--- src/hdl/gcca_pkg.sv ---
`default_nettype none
package gcca_pkg;

  localparam int unsigned MAX_VERTICES = 1024;
  localparam int unsigned VTX_W        = 10;
  localparam int unsigned CLS_W        = 11;
  localparam int unsigned TAG_W        = 10;
  localparam int unsigned CLS_DEPTH    = MAX_VERTICES + 1;
  localparam int unsigned TAG_SPAN     = 1023;

  localparam logic [TAG_W-1:0] SERIAL_LAST = TAG_W'(TAG_SPAN - 1);
  localparam logic [CLS_W-1:0] SIZE_MAX    = {CLS_W{1'b1}};
  localparam logic [CLS_W-1:0] MAX_CLS_RST = CLS_W'(MAX_VERTICES);
  localparam logic [CLS_W-1:0] SWEEP_LAST  = CLS_W'(CLS_DEPTH - 1);

  // request codes
  localparam logic [1:0] REQ_START    = 2'd0;
  localparam logic [1:0] REQ_NEIGHBOR = 2'd1;
  localparam logic [1:0] REQ_FINISH   = 2'd2;

  typedef struct packed {
    logic [1:0]       req_type;
    logic [VTX_W-1:0] vertex;
    logic [VTX_W-1:0] neighbor;
  } in_t;

  typedef struct packed {
    logic [VTX_W-1:0] out_vertex;
    logic [CLS_W-1:0] class_id;
    logic [VTX_W-1:0] position;
    logic             opened_new;
    logic [CLS_W-1:0] class_count;
  } out_t;

  typedef enum logic [2:0] {
    S_CLEAR,
    S_IDLE,
    S_NB_CLS,
    S_NB_TAB,
    S_NB_UPD,
    S_FIN_CALC,
    S_FIN_SIZE,
    S_TAGCLR
  } state_e;

  // controller to datapath
  typedef struct packed {
    logic capture;
    logic clr_regs;
    logic sweep_all;
    logic sweep_tag;
    logic cls_rd;
    logic tab_rd;
    logic nb_upd;
    logic fin_rd;
    logic fin_out;
    logic next_vtx;
  } cmd_t;

  // datapath to controller
  typedef struct packed {
    logic [1:0] req_type;
    logic       nb_ok;
    logic       q_zero;
    logic       v_ok;
    logic       wrap;
    logic       sweep_done;
    logic       out_free;
  } sts_t;

endpackage
`default_nettype wire

--- src/hdl/gcca_ctrl.sv ---
`default_nettype none
module gcca_ctrl import gcca_pkg::*; (
  input  logic clk_i,
  input  logic rst_ni,
  input  logic in_valid_i,
  output logic in_ready_o,
  input  sts_t sts_i,
  output cmd_t cmd_o
);

  state_e state_q, state_d;

  always_ff @(posedge clk_i or negedge rst_ni) begin
    if (!rst_ni) begin
      state_q <= S_CLEAR;
    end else begin
      state_q <= state_d;
    end
  end

  // next state
  always_comb begin
    state_d = state_q;
    unique case (state_q)
      S_CLEAR: begin
        if (sts_i.sweep_done) state_d = S_IDLE;
      end
      S_IDLE: begin
        if (in_valid_i) begin
          unique case (sts_i.req_type)
            REQ_START:    state_d = S_CLEAR;
            REQ_NEIGHBOR: state_d = S_NB_CLS;
            REQ_FINISH:   state_d = S_FIN_CALC;
            default:      state_d = S_IDLE;
          endcase
        end
      end
      S_NB_CLS: begin
        state_d = sts_i.nb_ok ? S_NB_TAB : S_IDLE;
      end
      S_NB_TAB: begin
        state_d = sts_i.q_zero ? S_IDLE : S_NB_UPD;
      end
      S_NB_UPD: begin
        state_d = S_IDLE;
      end
      S_FIN_CALC: begin
        if (sts_i.v_ok) begin
          state_d = S_FIN_SIZE;
        end else begin
          state_d = sts_i.wrap ? S_TAGCLR : S_IDLE;
        end
      end
      S_FIN_SIZE: begin
        if (sts_i.out_free) state_d = sts_i.wrap ? S_TAGCLR : S_IDLE;
      end
      S_TAGCLR: begin
        if (sts_i.sweep_done) state_d = S_IDLE;
      end
      default: state_d = S_CLEAR;
    endcase
  end

  // outputs
  always_comb begin
    cmd_o      = '0;
    in_ready_o = 1'b0;
    unique case (state_q)
      S_CLEAR: begin
        cmd_o.sweep_all = 1'b1;
      end
      S_IDLE: begin
        in_ready_o    = 1'b1;
        cmd_o.capture = in_valid_i;
        if (in_valid_i && sts_i.req_type == REQ_START) cmd_o.clr_regs = 1'b1;
      end
      S_NB_CLS: begin
        cmd_o.cls_rd = sts_i.nb_ok;
      end
      S_NB_TAB: begin
        cmd_o.tab_rd = !sts_i.q_zero;
      end
      S_NB_UPD: begin
        cmd_o.nb_upd = 1'b1;
      end
      S_FIN_CALC: begin
        cmd_o.fin_rd   = sts_i.v_ok;
        cmd_o.next_vtx = !sts_i.v_ok;
      end
      S_FIN_SIZE: begin
        cmd_o.fin_out  = sts_i.out_free;
        cmd_o.next_vtx = sts_i.out_free;
      end
      S_TAGCLR: begin
        cmd_o.sweep_tag = 1'b1;
      end
      default: cmd_o = '0;
    endcase
  end

endmodule
`default_nettype wire

--- config.mk ---
export PLATFORM = sky130hd
export DESIGN_NAME = gcca_ctrl
export DESIGN_NICKNAME = d
export VERILOG_FILES = /design/src/hdl/gcca_pkg.sv /design/src/hdl/gcca_ctrl.sv
export SDC_FILE = /design/constraint.sdc
export NUM_CORES = 1
export LEC_CHECK = 0
export BUFFER_PORTS_ARGS = -buffer_cell sky130_fd_sc_hd__buf_2
export CAP_MARGIN = 20
export CORE_AREA = 2 2 39 41
export CTS_CLUSTER_DIAMETER = 120
export DETAILED_ROUTE_END_ITERATION = 8
export DIE_AREA = 0 0 41 43
export GPL_TIMING_DRIVEN = 1
export PLACE_DENSITY = 0.63
export SLEW_MARGIN = 40
export SYNTH_ARGS = -nofsm -noshare
export SYNTH_HDL_FRONTEND = slang
export SYNTH_SLANG_ARGS = --single-unit
--- constraint.sdc ---
create_clock -name clk_i -period 1.6 [get_ports clk_i]
set_input_delay 0.32 -clock clk_i [delete_from_list [all_inputs] [get_ports clk_i]]
set_output_delay 0.32 -clock clk_i [all_outputs]
set_load 0.02 [all_outputs]
==> results.yml, run 1 <==
timing:
  worst_slack_ps: -13.5
  period_share_pct: 101
  setup_viol: 1
  holdWs_ps: 403
  rsz0062_at_grt: "yes"
  max_freq_mhz: 620
  fin_tns_setup_ps: -13.5
  maxSlewViolCount: 0
  max_slew_margin_pct: 81.4
  layout_min_cycle_time_ps: 1610
  worstMarginPinSlew_ps: 272
  hold_viol_final: 0
  skew_ps: 2.90
yosys:
  yosysTopAreaCellShare_pct: 20.6
  async_flop_share_pct: 100
  synthTopCellsByArea: "dfrtp_1, mux2i_1, and3_1"
  synth-main-ff-cell: "dfrtp_1"
  syn_nets: 58
  synthesis.area_um2: 364
  synth_edf_count: 0
  yosysTopAreaCell: "dfrtp_1"
  ys_seq_area_share_pct: 20.6
  synth_cells: 47
  ys_ff_latch: 3
  ys_warn_count: 0
  syn_area_per_cell_um2: 7.75
  synth_cell_type_count: 26
critical_path:
  worstPathRequired_ps: 1280
  crit_fanout: 5
  cp_slowest_stage_delay_ps: 440
  cp_data_arrival_time_ps: 1290
  crit_family: "simple AND/OR/NAND/NOR gates"
  cp_slowest_cell: "dfrtp_2"
  crit_buf_inv: 1
  worstPathCellList: "nor2_4 > and3_4 > nor3b_4 > buf_6"
  endpoint_kind: "primary output"
  critPathLaunchType: "register"
  critPathKind: "reg2out"
drt:
  first_iter_violations: 7
  vias: 476
  wire_per_inst_um: 12.5
  drc: 0
  ant_nets: 0
  wl_um: 1170
  routed_via_density: 5.06
  dr.pass1.iters: 4
clock_network:
  cts_tree: "yes"
  cts_buffers: 3
  clk-insertion-delay-late_ps: 240
  cts.path.max_buffers: 2
  clockRootBuffer: "clkbuf_4"
  cts_num_sinks: 3
  path_clk_slew_ps: 40
  h-tree-depth: 1
cells_and_area:
  nets: 90
  nFillCells: 143
  largest_reg_flops: 3
  diodes: 0
  seqCellArea_um2: 78.8
  largest-register: "state_q"
  multiInputGateArea_um2: 313
  layout-drive-gt1-share_pct: 62.8
  top_regs: "state_q: 3 flops"
  synthToLayoutAreaGrowth_pct: 78.0
floorplanning:
  die_area_um2: 1760
  die_x_um: 41
  die_y_um: 43
  num_io_pins: 22
  start_util_pct: 26.3
  core_um2: 1380
  row_count: 14
hold_path:
  hold_class: "in2async"
global_route:
  grt_antenna_before_repair: 0
  overflow: 0
  grt_start_max_net_pins: 13
  gr-usage-all-layers_pct: 14.7
  grt_pass1_vias: 432
  grt_pass1_wl_um: 1730
status:
  violations: "negative setup slack"
  status: "complete, but fails checks"
place:
  port_buffers: 21
  pre_cts_ws_ps: 103
  gp_congestion: 0.801
pwr:
  total_power_uw: 970
  power_density_nw_per_um2: 1500
  ir_drop_uv: 632
  p_leak_nw: 0.318
flow_run:
  cap_viol_max_count: 0
[timing repair]
| action | in CTS | in global routing |
|---|---|---|
| gates cloned | 0 | 1 |
| endpoints found under the hold margin | 3 | 0 |
| pin swaps | 0 | 4 |
| hold buffers | 1 | 0 |
| setup buffers | 1 | 3 |
| resized for setup | 11 | 12 |
| endpoints found under the setup margin | 3 | 6 |
[final cells by class]
| class | instances | share of cell area, % |
|---|---|---|
| Tap cell | 16 | 3.09 |
| Timing Repair Buffer | 30 | 30.3 |
| Clock buffer | 4 | 4.05 |
| Multi-Input combinational cell | 38 | 48.3 |
| Inverter | 3 | 2.12 |
| Sequential cell | 3 | 12.2 |
[kinds of logic (layout without fill, tap and decap cells)]
group,count (synthesis),in the layout,synth area share (%)
AND/OR/NAND/NOR,24,24,39.5
AO/OA/AOI/OAI,10,10,18.9
buffers and inverters,6,37,9.62
multiplexers,4,4,11.3
flip-flops,3,3,20.6
[cell usage in the layout, fill, tap and decap left out, types with 2 or more instances in the layout]
cell,synthesis,final
and3_1,4,2
and3_4,0,2
buf_2,1,17
buf_4,1,9
buf_6,1,3
clkbuf_4,0,3
dfrtp_2,0,3
mux2i_1,3,3
nand2_1,2,2
nand3b_1,2,2
nor2_1,4,3
o21ai_0,4,3
o21ai_1,1,2
[routing by layer]
layer  wire (µm)  track usage (%)  part of all wire (%)  up-vias
met5           0                0                     0        -
met1         448             16.8                    38      221
met2         626             22.8                    53       17
li1            -                -                     -      235
met4          16             10.0                   1.4        0
met3          81             3.14                   6.9        3
[per-stage QoR]
stage	area (µm²)	std cells	util, %
final	648	94	46.8
after global routing	648	94	46.8
after CTS	584	90	42.2
after detailed placement	505	84	36.5
after global placement	505	84	36.5
after floorplan	382	47	-
[synth_stat cells (2+ instances only)]
library cell,n
nor2_1,4
nand3b_1,2
inv_1,3
dfrtp_1,3
nand2b_1,2
nor3b_1,2
and3_1,4
o21ai_0,4
and2_1,2
nor3_1,2
mux2i_1,3
nand2_1,2
[final timing paths]
check / start / end / slack [ps] / cells past startpoint
worst max register to register: state_q[1] / state_q[2] / 160 / 5
worst min-delay path: rst_ni / state_q[0] / 400 / 2
worst min register to register: state_q[0] / state_q[0] / 690 / 2
worst max-delay path: state_q[1] / cmd_o[8] / -10 / 4
max in group asynchronous: rst_ni / state_q[2] / 1080 / 2
min in group clk_i: sts_i[5] / state_q[1] / 430 / 3
[where the power goes]
| part | total [mW] | internal, mW | switching (mW) |
|---|---|---|---|
| Combinational | 0.658 | 0.312 | 0.347 |
| Clock | 0.140 | 0.0938 | 0.0458 |
| Sequential | 0.172 | 0.110 | 0.0625 |
| Total | 0.970 | 0.515 | 0.455 |
(Power assumes the default switching activity.)
==> inputs of run 2 (changes only) <==
--- a/config.mk
+++ b/config.mk
@@ -12,7 +12,6 @@
 export DETAILED_ROUTE_END_ITERATION = 8
 export DIE_AREA = 0 0 41 43
 export GPL_TIMING_DRIVEN = 1
-export PLACE_DENSITY = 0.63
 export SLEW_MARGIN = 40
 export SYNTH_ARGS = -nofsm -noshare
 export SYNTH_HDL_FRONTEND = slang
==> run 2 against run 1 <==
Via count fell by 3.2%. First-iteration DRC count down 14%. Critical path depth stayed put. Global-route usage down 1.1 points. Cell area shrank 5.0%. Combinational power shrank 5.3%. Largest cell class unchanged. Total power down 5.0%. Sequential share of layout area increased by 0.44 points. Final cell count shrank 2.1%. Sequential power decreased by 5%. Worst hold slack improved by 5.6 ps. Clock power is 4% lower. The flow still finishes with violations (negative setup slack).
==> results.yml, run 2 (synthesized netlist as in run 1, its figures left out) <==
place:
  port_buffers: 21
  hpwl_um: 802
  dpl-instance-area_um2: 513
  gp_congestion: 0.736
  dp.cells: 85
  pre_cts_ws_ps: 130
pwr:
  p_seq_share_pct: 17.7
  clock_power_share_pct: 14.6
  swShare_pct: 46.9
  combPwrFrac_pct: 67.7
  ir_drop_uv: 585
  intPower_uw: 490
  power_density_nw_per_um2: 1500
  p_leak_nw: 0.310
  switching_power_uw: 432
drt:
  wl_um: 1120
  first_iter_violations: 6
  ant_nets: 0
  routed_via_density: 5.01
  dr.pass1.iters: 4
  drc: 0
  vias: 461
  wire_per_inst_um: 12.1
timing:
  rsz0062_at_grt: "yes"
  layout_min_cycle_time_ps: 1620
  maxSlewViolCount: 0
  period_share_pct: 102
  worstMarginPinSlew_ps: 245
  max_freq_mhz: 616
  skew_ps: 5.02
  max_slew_margin_pct: 83.2
  worst_slack_ps: -24.4
  setup_viol: 3
  hold_viol_final: 0
  holdWs_ps: 408
clock_network:
  cts.path.max_buffers: 2
  clockRootBuffer: "clkbuf_4"
  cts_num_sinks: 3
  cts_buffers: 3
  clk-insertion-delay-late_ps: 240
  path_clk_slew_ps: 40
  h-tree-depth: 1
  cts_tree: "yes"
cells_and_area:
  synthToLayoutAreaGrowth_pct: 69.1
  nFillCells: 154
  finalCoreUtilization_pct: 44.5
  largest-register: "state_q"
  fin_area_um2: 616
  multiInputGateArea_um2: 305
  mostFrequentLayoutCell: "buf_2"
  diodes: 0
  layout_common_cells: "buf_2, buf_4, o21ai_0"
  layout-drive-gt1-share_pct: 56.6
  seqCellArea_um2: 77.6
  top_regs: "state_q: 3 flops"
  largest_reg_flops: 3
  nets: 88
  finalNonFillerCells: 92
status:
  violations: "negative setup slack"
  status: "complete, but fails checks"
critical_path:
  endpoint_kind: "primary output"
  worstSetupEndpoint: "cmd_o[8]"
  worstPathRequired_ps: 1280
  r2r_cells: 5
  rrSetupSlack_ps: 160
  cp_data_arrival_time_ps: 1300
  r2r-start: "state_q[1]"
  critPathKind: "reg2out"
  reg2reg_to: "state_q[0]"
  critPathLaunchType: "register"
  cp-startpoint: "state_q[1]"
  crit_fanout: 6
floorplanning:
  start_util_pct: 26.3
  num_io_pins: 22
  row_count: 14
  die_x_um: 41
  die_y_um: 43
  core_um2: 1380
  die_area_um2: 1760
global_route:
  grt_antenna_before_repair: 0
  grt_start_max_net_pins: 10
  grt_pass1_vias: 439
  overflow: 0
  gr-usage-all-layers_pct: 13.6
  grt_pass1_wl_um: 1700
flow_run:
  cap_viol_max_count: 0
hold_path:
  hold_class: "in2async"
==> run 2: cell types whose count changed in the layout (fill, tap and decap cells not counted), sizes merged <==
cell,delta
buf,-2
==> run 2: per-layer routing <==
metal  vias to the layer above  GRT usage (%)  part of all wire [%]
met2                        21           22.2                    49
met5                         -              0                     0
met3                         0              0                   8.3
met4                         0           6.00                     0
met1                       211           17.7                    42
li1                        229              -                     -
==> run 2: worst min path at each step <==
| stage | start | to | depth (start not counted) |
|---|---|---|---|
| floorplan | rst_ni | state_q[0] | 0 |
| global placement | rst_ni | state_q[2] | 1 |
| detailed placement | rst_ni | state_q[2] | 1 |
| CTS | rst_ni | state_q[0] | 2 |
| global route | rst_ni | state_q[2] | 2 |
| finish | rst_ni | state_q[0] | 2 |
==> run 2: worst max-delay path, stage by stage, from the launching register on <==
cell     delay [ps]
dfrtp_2         440
nor2_4          110
and3_4          190
nor3b_4         180
buf_6           140
==> run 2: through the flow <==
stage	power (mW)	TNS [ps]
2_1_floorplan	0.529	-29.9
3_3_place_gp	0.671	0
3_5_place_dp	0.674	0
4_1_cts	0.887	-48.0
5_1_grt	0.987	-190
6_report	0.921	-47.9
==> run 2: power by group through the flow <==
| stage | clock, mW | combinational, mW | sequential, mW |
|---|---|---|---|
| floorplan | 0 | 0.407 | 0.123 |
| global placement | 0 | 0.531 | 0.139 |
| detailed placement | 0 | 0.535 | 0.139 |
| CTS | 0.137 | 0.587 | 0.163 |
| global route | 0.140 | 0.679 | 0.169 |
| finish | 0.135 | 0.623 | 0.163 |
==> run 2: what timing repair did <==
item,CTS,global route
endpoints found under the hold margin,3,0
pin swaps,0,0
endpoints found under the setup margin,5,5
resized for setup,10,4
hold buffers,1,0
buffers inserted,1,1
==> run 2: area by class of cell <==
| class | count | area share, % |
|---|---|---|
| clock buffers | 4 | 4.27 |
| inverters | 3 | 1.83 |
| multi-input cells | 38 | 49.6 |
| flip-flops and latches | 3 | 12.6 |
| well taps | 16 | 3.25 |
| repair buffers | 28 | 28.5 |
